[src/hw/rtl/gfp_pkg.sv]
// ----------------------------------------------------------------------------
// gfp_pkg
// Shared types, command codes and helpers for the GF(2) polynomial ALU.
// ----------------------------------------------------------------------------
`default_nettype none

package gfp_pkg;

    localparam int POLY_WIDTH_DEF = 64;
    localparam int WORD_W         = 64;
    localparam int HIGH_W         = 63;
    localparam int DEG_W          = 8;
    localparam int CHUNK_W        = 16;
    localparam int CHUNKS         = 8;

    localparam logic [2:0] CMD_XOR = 3'd0;
    localparam logic [2:0] CMD_OR  = 3'd1;
    localparam logic [2:0] CMD_AND = 3'd2;
    localparam logic [2:0] CMD_MUL = 3'd3;
    localparam logic [2:0] CMD_MOD = 3'd4;
    localparam logic [2:0] CMD_SHL = 3'd5;
    localparam logic [2:0] CMD_SHR = 3'd6;

    // Per-cycle control for the cell row.
    typedef struct packed {
        logic en;       // advance one step
        logic clr;      // clear all cells
        logic mul;      // 1: multiply step, 0: remainder step
        logic mbit;     // multiplier bit for this step
        logic ser;      // dividend bit fed into cell 0
    } chain_ctrl_t;

    // Position of the highest set bit in a 16-bit chunk.
    function automatic logic [3:0] top_bit16(input logic [CHUNK_W-1:0] v);
        logic [3:0] pos;
        pos = 4'd0;
        for (int i = 0; i < CHUNK_W; i++) begin
            if (v[i]) begin
                pos = 4'(i);
            end
        end
        return pos;
    endfunction

endpackage

`default_nettype wire

[src/hw/rtl/gfp_cell.sv]
// ----------------------------------------------------------------------------
// gfp_cell
// One coefficient slice: holds one low and one high accumulator bit.
// ----------------------------------------------------------------------------
`default_nettype none

module gfp_cell (
    input  wire logic               aclk,
    input  wire gfp_pkg::chain_ctrl_t ctrl,
    input  wire logic               lo_in,
    input  wire logic               hi_in,
    input  wire logic               a_bit,
    input  wire logic               b_bit,
    input  wire logic               red,
    output logic                    lo_out,
    output logic                    hi_out
);
    import gfp_pkg::*;

    logic lo_reg, lo_next;
    logic hi_reg, hi_next;

    always_comb begin
        lo_next = lo_reg;
        hi_next = hi_reg;
        if (ctrl.clr) begin
            lo_next = 1'b0;
            hi_next = 1'b0;
        end else if (ctrl.en) begin
            // shift in from the neighbor, add partial product or divisor
            lo_next = lo_in ^ (ctrl.mul ? (ctrl.mbit & a_bit) : (red & b_bit));
            hi_next = ctrl.mul ? hi_in : 1'b0;
        end
    end

    always_ff @(posedge aclk) begin
        lo_reg <= lo_next;
        hi_reg <= hi_next;
    end

    assign lo_out = lo_reg;
    assign hi_out = hi_reg;

endmodule

`default_nettype wire

[src/hw/rtl/gfp_chain.sv]
// ----------------------------------------------------------------------------
// gfp_chain
// Row of coefficient cells for bit-serial multiply and remainder.
// ----------------------------------------------------------------------------
`default_nettype none

module gfp_chain #(
    parameter int W = gfp_pkg::POLY_WIDTH_DEF
) (
    input  wire logic                 aclk,
    input  wire gfp_pkg::chain_ctrl_t ctrl,
    input  wire logic [W-1:0]         a_vec,
    input  wire logic [W-1:0]         b_vec,
    input  wire logic [$clog2(W)-1:0] db,
    output logic [W-1:0]              lo_vec,
    output logic [W-1:0]              hi_vec
);
    import gfp_pkg::*;

    logic [W-1:0] shifted;
    logic         red;

    // shifted remainder before reduction; reduce when its divisor-degree bit is set
    assign shifted = {lo_vec[W-2:0], ctrl.ser};
    assign red     = shifted[db];

    for (genvar i = 0; i < W; i++) begin : g_cell
        gfp_cell u_cell (
            .aclk   (aclk),
            .ctrl   (ctrl),
            .lo_in  (shifted[i]),
            .hi_in  ((i == 0) ? lo_vec[W-1] : hi_vec[(i == 0) ? 0 : i-1]),
            .a_bit  (a_vec[i]),
            .b_bit  (b_vec[i]),
            .red    (red),
            .lo_out (lo_vec[i]),
            .hi_out (hi_vec[i])
        );
    end

endmodule

`default_nettype wire

[src/hw/rtl/gfp_degree.sv]
// ----------------------------------------------------------------------------
// gfp_degree
// Degree scan of a 128-bit result, one 16-bit chunk per cycle from the top.
// ----------------------------------------------------------------------------
`default_nettype none

module gfp_degree (
    input  wire logic                                      aclk,
    input  wire logic                                      aresetn,
    input  wire logic                                      start,
    input  wire logic [gfp_pkg::CHUNKS*gfp_pkg::CHUNK_W-1:0] vec,
    output logic                                           done,
    output logic signed [gfp_pkg::DEG_W-1:0]               degree
);
    import gfp_pkg::*;

    logic [2:0]         cnt_reg, cnt_next;
    logic               busy_reg, busy_next;
    logic               done_reg, done_next;
    logic               found_reg, found_next;
    logic [6:0]         deg_reg, deg_next;
    logic [CHUNK_W-1:0] chunk;

    assign chunk = vec[cnt_reg*CHUNK_W +: CHUNK_W];

    always_comb begin
        cnt_next   = cnt_reg;
        busy_next  = busy_reg;
        done_next  = done_reg;
        found_next = found_reg;
        deg_next   = deg_reg;
        if (start) begin
            cnt_next   = 3'(CHUNKS - 1);
            busy_next  = 1'b1;
            done_next  = 1'b0;
            found_next = 1'b0;
        end else if (busy_reg) begin
            if (!found_reg && (chunk != '0)) begin
                found_next = 1'b1;
                deg_next   = {cnt_reg, top_bit16(chunk)};
            end
            if (cnt_reg == 3'd0) begin
                busy_next = 1'b0;
                done_next = 1'b1;
            end else begin
                cnt_next = cnt_reg - 3'd1;
            end
        end
    end

    always_ff @(posedge aclk) begin
        if (!aresetn) begin
            busy_reg  <= 1'b0;
            done_reg  <= 1'b0;
            found_reg <= 1'b0;
            cnt_reg   <= '0;
        end else begin
            busy_reg  <= busy_next;
            done_reg  <= done_next;
            found_reg <= found_next;
            cnt_reg   <= cnt_next;
        end
        deg_reg <= deg_next;
    end

    assign done   = done_reg;
    assign degree = found_reg ? signed'({1'b0, deg_reg}) : -8'sd1;

endmodule

`default_nettype wire

[src/hw/rtl/gf2_polynomial_alu.sv]
// ----------------------------------------------------------------------------
// gf2_polynomial_alu
// GF(2) polynomial ALU: xor, or, and, carry-less multiply, remainder, shifts.
// ----------------------------------------------------------------------------
// Flow: xor/or/and/shifts compute in ST_EXEC, then run the degree scan;
//   multiply and remainder step the cell row one coefficient per cycle,
//   then run the degree scan over 16-bit chunks.
// Overlap: a new word is taken only once the last has left for the output; it is taken while the last
//   result still waits in the output register.
// Reset: synchronous, active-low aresetn clears the sequencer and valids.
// ----------------------------------------------------------------------------
`default_nettype none

module gf2_polynomial_alu #(
    parameter int POLY_WIDTH = gfp_pkg::POLY_WIDTH_DEF
) (
    input  wire logic                              aclk,
    input  wire logic                              aresetn,
    input  wire logic                              s_valid,
    output logic                                   s_ready,
    input  wire logic [2:0]                        s_cmd,
    input  wire logic [gfp_pkg::WORD_W-1:0]        s_operand_a,
    input  wire logic [gfp_pkg::WORD_W-1:0]        s_operand_b,
    input  wire logic [5:0]                        s_shift_amount,
    output logic                                   m_valid,
    input  wire logic                              m_ready,
    output logic [gfp_pkg::WORD_W-1:0]             m_result_low,
    output logic [gfp_pkg::HIGH_W-1:0]             m_result_high,
    output logic signed [gfp_pkg::DEG_W-1:0]       m_result_degree,
    output logic                                   m_a_less_than_b,
    output logic                                   m_a_equals_b
);
    import gfp_pkg::*;

    localparam int W     = POLY_WIDTH;
    localparam int IDX_W = $clog2(W);

    typedef enum logic [4:0] {
        ST_IDLE = 5'b00001,   // wait for an input word
        ST_EXEC = 5'b00010,   // clear the row or compute a direct op
        ST_RUN  = 5'b00100,   // step the cell row once per coefficient
        ST_WRAP = 5'b01000,   // collect the row result, start the scan
        ST_SCAN = 5'b10000    // degree scan, then hand off to the output
    } state_t;

    state_t state_reg, state_next;

    // Operand capture (masked to POLY_WIDTH)
    logic [W-1:0]     a_reg, b_reg;
    logic [2:0]       cmd_reg;
    logic [5:0]       sh_reg;
    logic [IDX_W-1:0] db_reg, db_in;
    logic             bzero_reg;
    logic             lt_reg, eq_reg;
    logic [IDX_W-1:0] cnt_reg, cnt_next;
    logic [IDX_W-1:0] bit_idx;

    // Result staging
    logic [WORD_W-1:0] res_lo_reg;
    logic [HIGH_W-1:0] res_hi_reg;

    // Output register
    logic               m_valid_reg, m_valid_next;
    logic [WORD_W-1:0]  out_lo_reg;
    logic [HIGH_W-1:0]  out_hi_reg;
    logic signed [DEG_W-1:0] out_deg_reg;
    logic               out_lt_reg, out_eq_reg;

    logic [W-1:0]       a_in, b_in;
    logic               accept, load_out;
    chain_ctrl_t        ctrl;
    logic [W-1:0]       lo_vec, hi_vec;
    logic [127:0]       shl_wide, prod_wide;
    logic               deg_done;
    logic signed [DEG_W-1:0] deg_val;

    assign a_in   = s_operand_a[W-1:0];
    assign b_in   = s_operand_b[W-1:0];
    assign accept = s_valid && s_ready;
    assign s_ready = (state_reg == ST_IDLE);

    // Divisor degree; only meaningful when the divisor is nonzero
    always_comb begin
        db_in = '0;
        for (int i = 0; i < W; i++) begin
            if (b_in[i]) begin
                db_in = IDX_W'(i);
            end
        end
    end

    // Coefficients enter most significant first
    assign bit_idx = IDX_W'(W - 1) - cnt_reg;

    always_comb begin
        ctrl      = '0;
        ctrl.clr  = (state_reg == ST_EXEC);
        ctrl.en   = (state_reg == ST_RUN);
        ctrl.mul  = (cmd_reg == CMD_MUL);
        ctrl.mbit = b_reg[bit_idx];
        ctrl.ser  = (cmd_reg == CMD_MUL) ? 1'b0 : a_reg[bit_idx];
    end

    gfp_chain #(.W(W)) u_chain (
        .aclk   (aclk),
        .ctrl   (ctrl),
        .a_vec  (a_reg),
        .b_vec  (b_reg),
        .db     (db_reg),
        .lo_vec (lo_vec),
        .hi_vec (hi_vec)
    );

    gfp_degree u_degree (
        .aclk    (aclk),
        .aresetn (aresetn),
        .start   (state_reg == ST_WRAP),
        .vec     ({1'b0, res_hi_reg, res_lo_reg}),
        .done    (deg_done),
        .degree  (deg_val)
    );

    assign shl_wide  = 128'(a_reg) << sh_reg;
    assign prod_wide = 128'({hi_vec, lo_vec});

    // Hand off once the scan is done and the output slot is free
    assign load_out = (state_reg == ST_SCAN) && deg_done && (!m_valid_reg || m_ready);

    always_comb begin
        state_next = state_reg;
        cnt_next   = cnt_reg;
        case (state_reg)
            ST_IDLE: begin
                if (accept) begin
                    state_next = ST_EXEC;
                end
            end
            ST_EXEC: begin
                cnt_next = '0;
                if (cmd_reg inside {CMD_MUL, CMD_MOD}) begin
                    state_next = ST_RUN;
                end else begin
                    state_next = ST_WRAP;
                end
            end
            ST_RUN: begin
                if (cnt_reg == IDX_W'(W - 1)) begin
                    state_next = ST_WRAP;
                end else begin
                    cnt_next = cnt_reg + 1'b1;
                end
            end
            ST_WRAP: begin
                state_next = ST_SCAN;
            end
            ST_SCAN: begin
                if (load_out) begin
                    state_next = ST_IDLE;
                end
            end
            default: begin
                state_next = ST_IDLE;
            end
        endcase
    end

    always_comb begin
        m_valid_next = m_valid_reg;
        if (load_out) begin
            m_valid_next = 1'b1;
        end else if (m_ready) begin
            m_valid_next = 1'b0;
        end
    end

    always_ff @(posedge aclk) begin
        if (!aresetn) begin
            state_reg   <= ST_IDLE;
            m_valid_reg <= 1'b0;
            cnt_reg     <= '0;
        end else begin
            state_reg   <= state_next;
            m_valid_reg <= m_valid_next;
            cnt_reg     <= cnt_next;
        end
    end

    // Payload: capture operands, stage results, load the output word
    always_ff @(posedge aclk) begin
        if (accept) begin
            a_reg     <= a_in;
            b_reg     <= b_in;
            cmd_reg   <= s_cmd;
            sh_reg    <= s_shift_amount;
            db_reg    <= db_in;
            bzero_reg <= (b_in == '0);
            lt_reg    <= (a_in < b_in);
            eq_reg    <= (a_in == b_in);
        end
        if (state_reg == ST_EXEC) begin
            // only a left shift spills into the high word here
            res_hi_reg <= (cmd_reg == CMD_SHL) ? shl_wide[126:64] : '0;
            case (cmd_reg)
                CMD_XOR: res_lo_reg <= WORD_W'(a_reg ^ b_reg);
                CMD_OR:  res_lo_reg <= WORD_W'(a_reg | b_reg);
                CMD_AND: res_lo_reg <= WORD_W'(a_reg & b_reg);
                CMD_SHL: res_lo_reg <= shl_wide[63:0];
                CMD_SHR: res_lo_reg <= WORD_W'(a_reg >> sh_reg);
                default: res_lo_reg <= '0;
            endcase
        end
        if (state_reg == ST_WRAP) begin
            if (cmd_reg == CMD_MUL) begin
                res_lo_reg <= prod_wide[63:0];
                res_hi_reg <= prod_wide[126:64];
            end else if (cmd_reg == CMD_MOD) begin
                // remainder by zero gives back the dividend
                res_lo_reg <= bzero_reg ? WORD_W'(a_reg) : WORD_W'(lo_vec);
                res_hi_reg <= '0;
            end
        end
        if (load_out) begin
            out_lo_reg  <= res_lo_reg;
            out_hi_reg  <= res_hi_reg;
            out_deg_reg <= deg_val;
            out_lt_reg  <= lt_reg;
            out_eq_reg  <= eq_reg;
        end
    end

    assign m_valid         = m_valid_reg;
    assign m_result_low    = out_lo_reg;
    assign m_result_high   = out_hi_reg;
    assign m_result_degree = out_deg_reg;
    assign m_a_less_than_b = out_lt_reg;
    assign m_a_equals_b    = out_eq_reg;

endmodule

`default_nettype wire

[config.mk]
export PLATFORM = sky130hd
export DESIGN_NAME = gf2_polynomial_alu
export DESIGN_NICKNAME = d
export VERILOG_FILES = /design/src/hw/rtl/gfp_pkg.sv /design/src/hw/rtl/gfp_cell.sv /design/src/hw/rtl/gfp_chain.sv /design/src/hw/rtl/gfp_degree.sv /design/src/hw/rtl/gf2_polynomial_alu.sv
export SDC_FILE = /design/constraint.sdc
export NUM_CORES = 2
export LEC_CHECK = 0
export ABC_AREA = 1
export BUFFER_PORTS_ARGS = -buffer_cell sky130_fd_sc_hd__buf_2
export CORE_ASPECT_RATIO = 1.5
export CORE_MARGIN = 1.5
export CORE_UTILIZATION = 40
export DETAILED_ROUTE_END_ITERATION = 16
export RECOVER_POWER = 50
export SLEW_MARGIN = 25
export SYNTH_ARGS = -nofsm -noshare
export SYNTH_HDL_FRONTEND = slang
export SYNTH_SLANG_ARGS = --single-unit
[constraint.sdc]
create_clock -name aclk -period 8.55 [get_ports aclk]
set_input_delay 0.855 -clock aclk [delete_from_list [all_inputs] [get_ports aclk]]
set_output_delay 0.855 -clock aclk [all_outputs]
set_load 0.01 [all_outputs]
==> flow_summary.toml <==
[place]
dp.cells = 6241
numPortBuffers = 279
dpl.hpwl_um = 139300
gp_congestion = 1.080

[worst_setup_path]
crit_fanout = 76
endpoint_kind = "register"
critical_path_required_ns = 8.87
reg2reg_from = "u_degree.cnt_reg[0]$_SDFFE_PN0P_"
crit_type = "reg -> reg"
cp-start-kind = "register"
critPathLaunch = "u_degree.cnt_reg[0]$_SDFFE_PN0P_"
critical_path_arrival_ns = 6.45

[route]
firstDrtPassIters = 8
route.detailed.drc = 0
wl_per_cell_um = 28.84
drt-total-wl_um = 183600
vias = 38570
drt_iter0_drc = 4640
vias_per_cell = 6.061
antenna_left = 0

[worst_hold_path]
hold_start = "s_cmd[2]"
hold_path.class = "in -> reg"

[global_routing]
grt_pass1_vias = 36190
grt_use_total = 0.3756
grt_max_degree = 159
globalRouteOverflowTotal = 0
antenna_found_initial = 20
grt_pass1_wl_um = 258900

[floorplan]
core.rowCount = 137
top_level_ports = 280
die_h_um = 378.4
fp.dieW_um = 253.3
die_area_sq_um = 95830
core_sq_um = 93080
start_util = 0.4037

[cells_and_area]
final_cell_mix = "nand2_1, o21ai_1, a21oi_1"
fillers = 9652
final_common_cell = "nand2_1"
layout-drive-gt1-share = 0.06824
nNetsFinal = 5388
instances_no_fill = 6364
area_delta_synth_final_pct = 10.66

[power_and_ir_drop]
pwr_density_cell_nw_per_um2 = 223.8
max-vdd-ir-drop_mv = 0.1859
p_switching_w = 0.003698
switching_share = 0.3974
pwr-share-clk = 0.298
p_leak_nw = 17.45
p_int_w = 0.005608
p_comb_frac = 0.287
power_frac_seq = 0.415

[sta]
fmax_ghz = 0.1631
finalClockSkew_ns = 0.05561
post-route-period-util = 0.7173
rsz0062_at_grt = "no"
tightest_slew_ns = 3.711
setup_tns_ns = 0
hold_viol_final = 0
slew_headroom = -1.474
post-route-min-period_ns = 6.133
finalSetupViolCount = 0
slew_violations = 425

[clock_network]
tritoncts = "yes"
post_cts_buffers = 0
cts_hold_buffers = 0
clk_latency_ns = 0.70
clock_path_buffers = 3
numCtsBuffers = 57
htree_levels = 2
clock_sinks = 562
clk_pin_slew_ns = 0.07
cts_root_buf = "clkbuf_16"
cts_resized = 0

[flow_run]
drv_cap = 6

[synth]
synth_edf_count = 290
syn_area_per_cell_sq_um = 7.520
ys_seq_area_frac = 0.3766
syn_inst = 4997
synth_seq_cells = 562
synth-async-reset-ratio = 0
syn-num-nets = 5333
synth_cell_types = 47
netlist_area_sq_um = 37580
ys.flop_type = "edfxtp_1"
yosys_warnings = 0

[outcome]
violations = "capacitance limit, slew limit"
status = "complete, but fails checks"
==> final timing paths <==
kind / to / slack [ns] / cells after the start
hold / removal: cmd_reg[2]$_DFFE_PP_ / 0.34 / 1
setup reg to reg: u_degree.deg_reg[0]$_SDFFCE_PP1P_ / 2.42 / 11
hold reg to reg: m_a_equals_b$_DFFE_PP_ / 0.42 / 0
setup / recovery: u_degree.deg_reg[0]$_SDFFCE_PP1P_ / 2.42 / 11
==> stage by stage <==
stage,setup WS (ns),util,total power [W],hold WS [ns],instance area [sq um]
5_1_grt,2.021,0.4466,0.009599,0.3193,41570
3_3_place_gp,3.717,0.4285,0.006424,0.4060,39890
6_report,2.417,0.4468,0.009306,0.3370,41590
2_1_floorplan,0.9466,-,0.005184,0.4003,37580
3_5_place_dp,3.683,0.4286,0.006440,0.4054,39900
4_1_cts,3.700,0.4505,0.009191,0.3041,41930
==> power groups by stage <==
stage | logic [W] | clock network (W) | registers (W)
after global placement | 0.00255 | 0 | 0.00387
after detailed placement | 0.00256 | 0 | 0.00388
after CTS | 0.00257 | 0.00280 | 0.00382
final | 0.00267 | 0.00278 | 0.00386
after floorplan | 0.00165 | 0 | 0.00354
after global routing | 0.00286 | 0.00289 | 0.00385
==> layer usage <==
metal	wire [um]	track usage	share of wire	vias up
li1	-	-	-	17410
met1	64940	0.4186	0.35	18110
met2	82010	0.5973	0.45	2297
met3	16150	0.08049	0.088	731
met4	20290	0.3466	0.11	24
met5	157	0	0.00086	-
==> layout make-up <==
type | count | area, sq um | area share
inverter | 596 | 2487 | 0.05981
timing repair buffer | 354 | 1632 | 0.03923
antenna | 13 | 32.53 | 0.0007823
tap | 1251 | 1565 | 0.03764
sequential | 562 | 14160 | 0.3405
clock buffer | 68 | 1498 | 0.03601
clock inverter | 39 | 539.3 | 0.01297
multi-input combinational | 3481 | 19670 | 0.4731
==> cell usage after synthesis, types with 34 or more instances <==
| cell | n | area (sq um) |
|---|---|---|
| nor2_1 | 250 | 938.4 |
| o21ai_1 | 473 | 2367 |
| xor2_1 | 59 | 516.8 |
| inv_2 | 128 | 480.5 |
| buf_1 | 66 | 247.7 |
| edfxtp_1 | 290 | 8708 |
| a221oi_1 | 86 | 753.2 |
| a22oi_1 | 34 | 255.2 |
| clkinv_1 | 35 | 131.4 |
| o22ai_1 | 121 | 757.0 |
| clkbuf_1 | 285 | 1070 |
| ha_1 | 195 | 2440 |
| inv_1 | 414 | 1554 |
| nand2_1 | 968 | 3633 |
| dfxtp_1 | 272 | 5445 |
| a21oi_1 | 435 | 2177 |
| o31ai_1 | 72 | 540.5 |
| o211ai_1 | 38 | 285.3 |
| o21ai_0 | 270 | 1351 |
| nand3_1 | 159 | 795.8 |
| mux2i_1 | 171 | 1712 |
==> cell families (layout without fill, tap and decap cells) <==
logic type | after synthesis | in the layout | share of synthesized area
AOI/OAI and AO/OA | 1604 | 1604 | 0.2428
DFF | 562 | 562 | 0.3766
xor gates and xnor gates | 59 | 59 | 0.01375
muxes | 171 | 171 | 0.04555
adders and majority gates | 195 | 195 | 0.06493
other | 0 | 13 | 0
and+or+nand+nor | 1452 | 1452 | 0.1545
buffers and inverters | 954 | 1057 | 0.1018
==> worst max-delay path, cell delays in order, from the launching register on <==
cell and delay, ns:
dfxtp_2 0.31, clkbuf_1 2.41, o21ai_0 1.29, o21ai_1 0.34, nand2_1 0.14, nand2_1 0.09, nor2_1 0.06, nand2_1 0.08
a2111oi_0 0.08, nor2_1 0.12, inv_1 0.06, nor3_1 0.68
No activity file was read; power rests on OpenSTA's default activity.
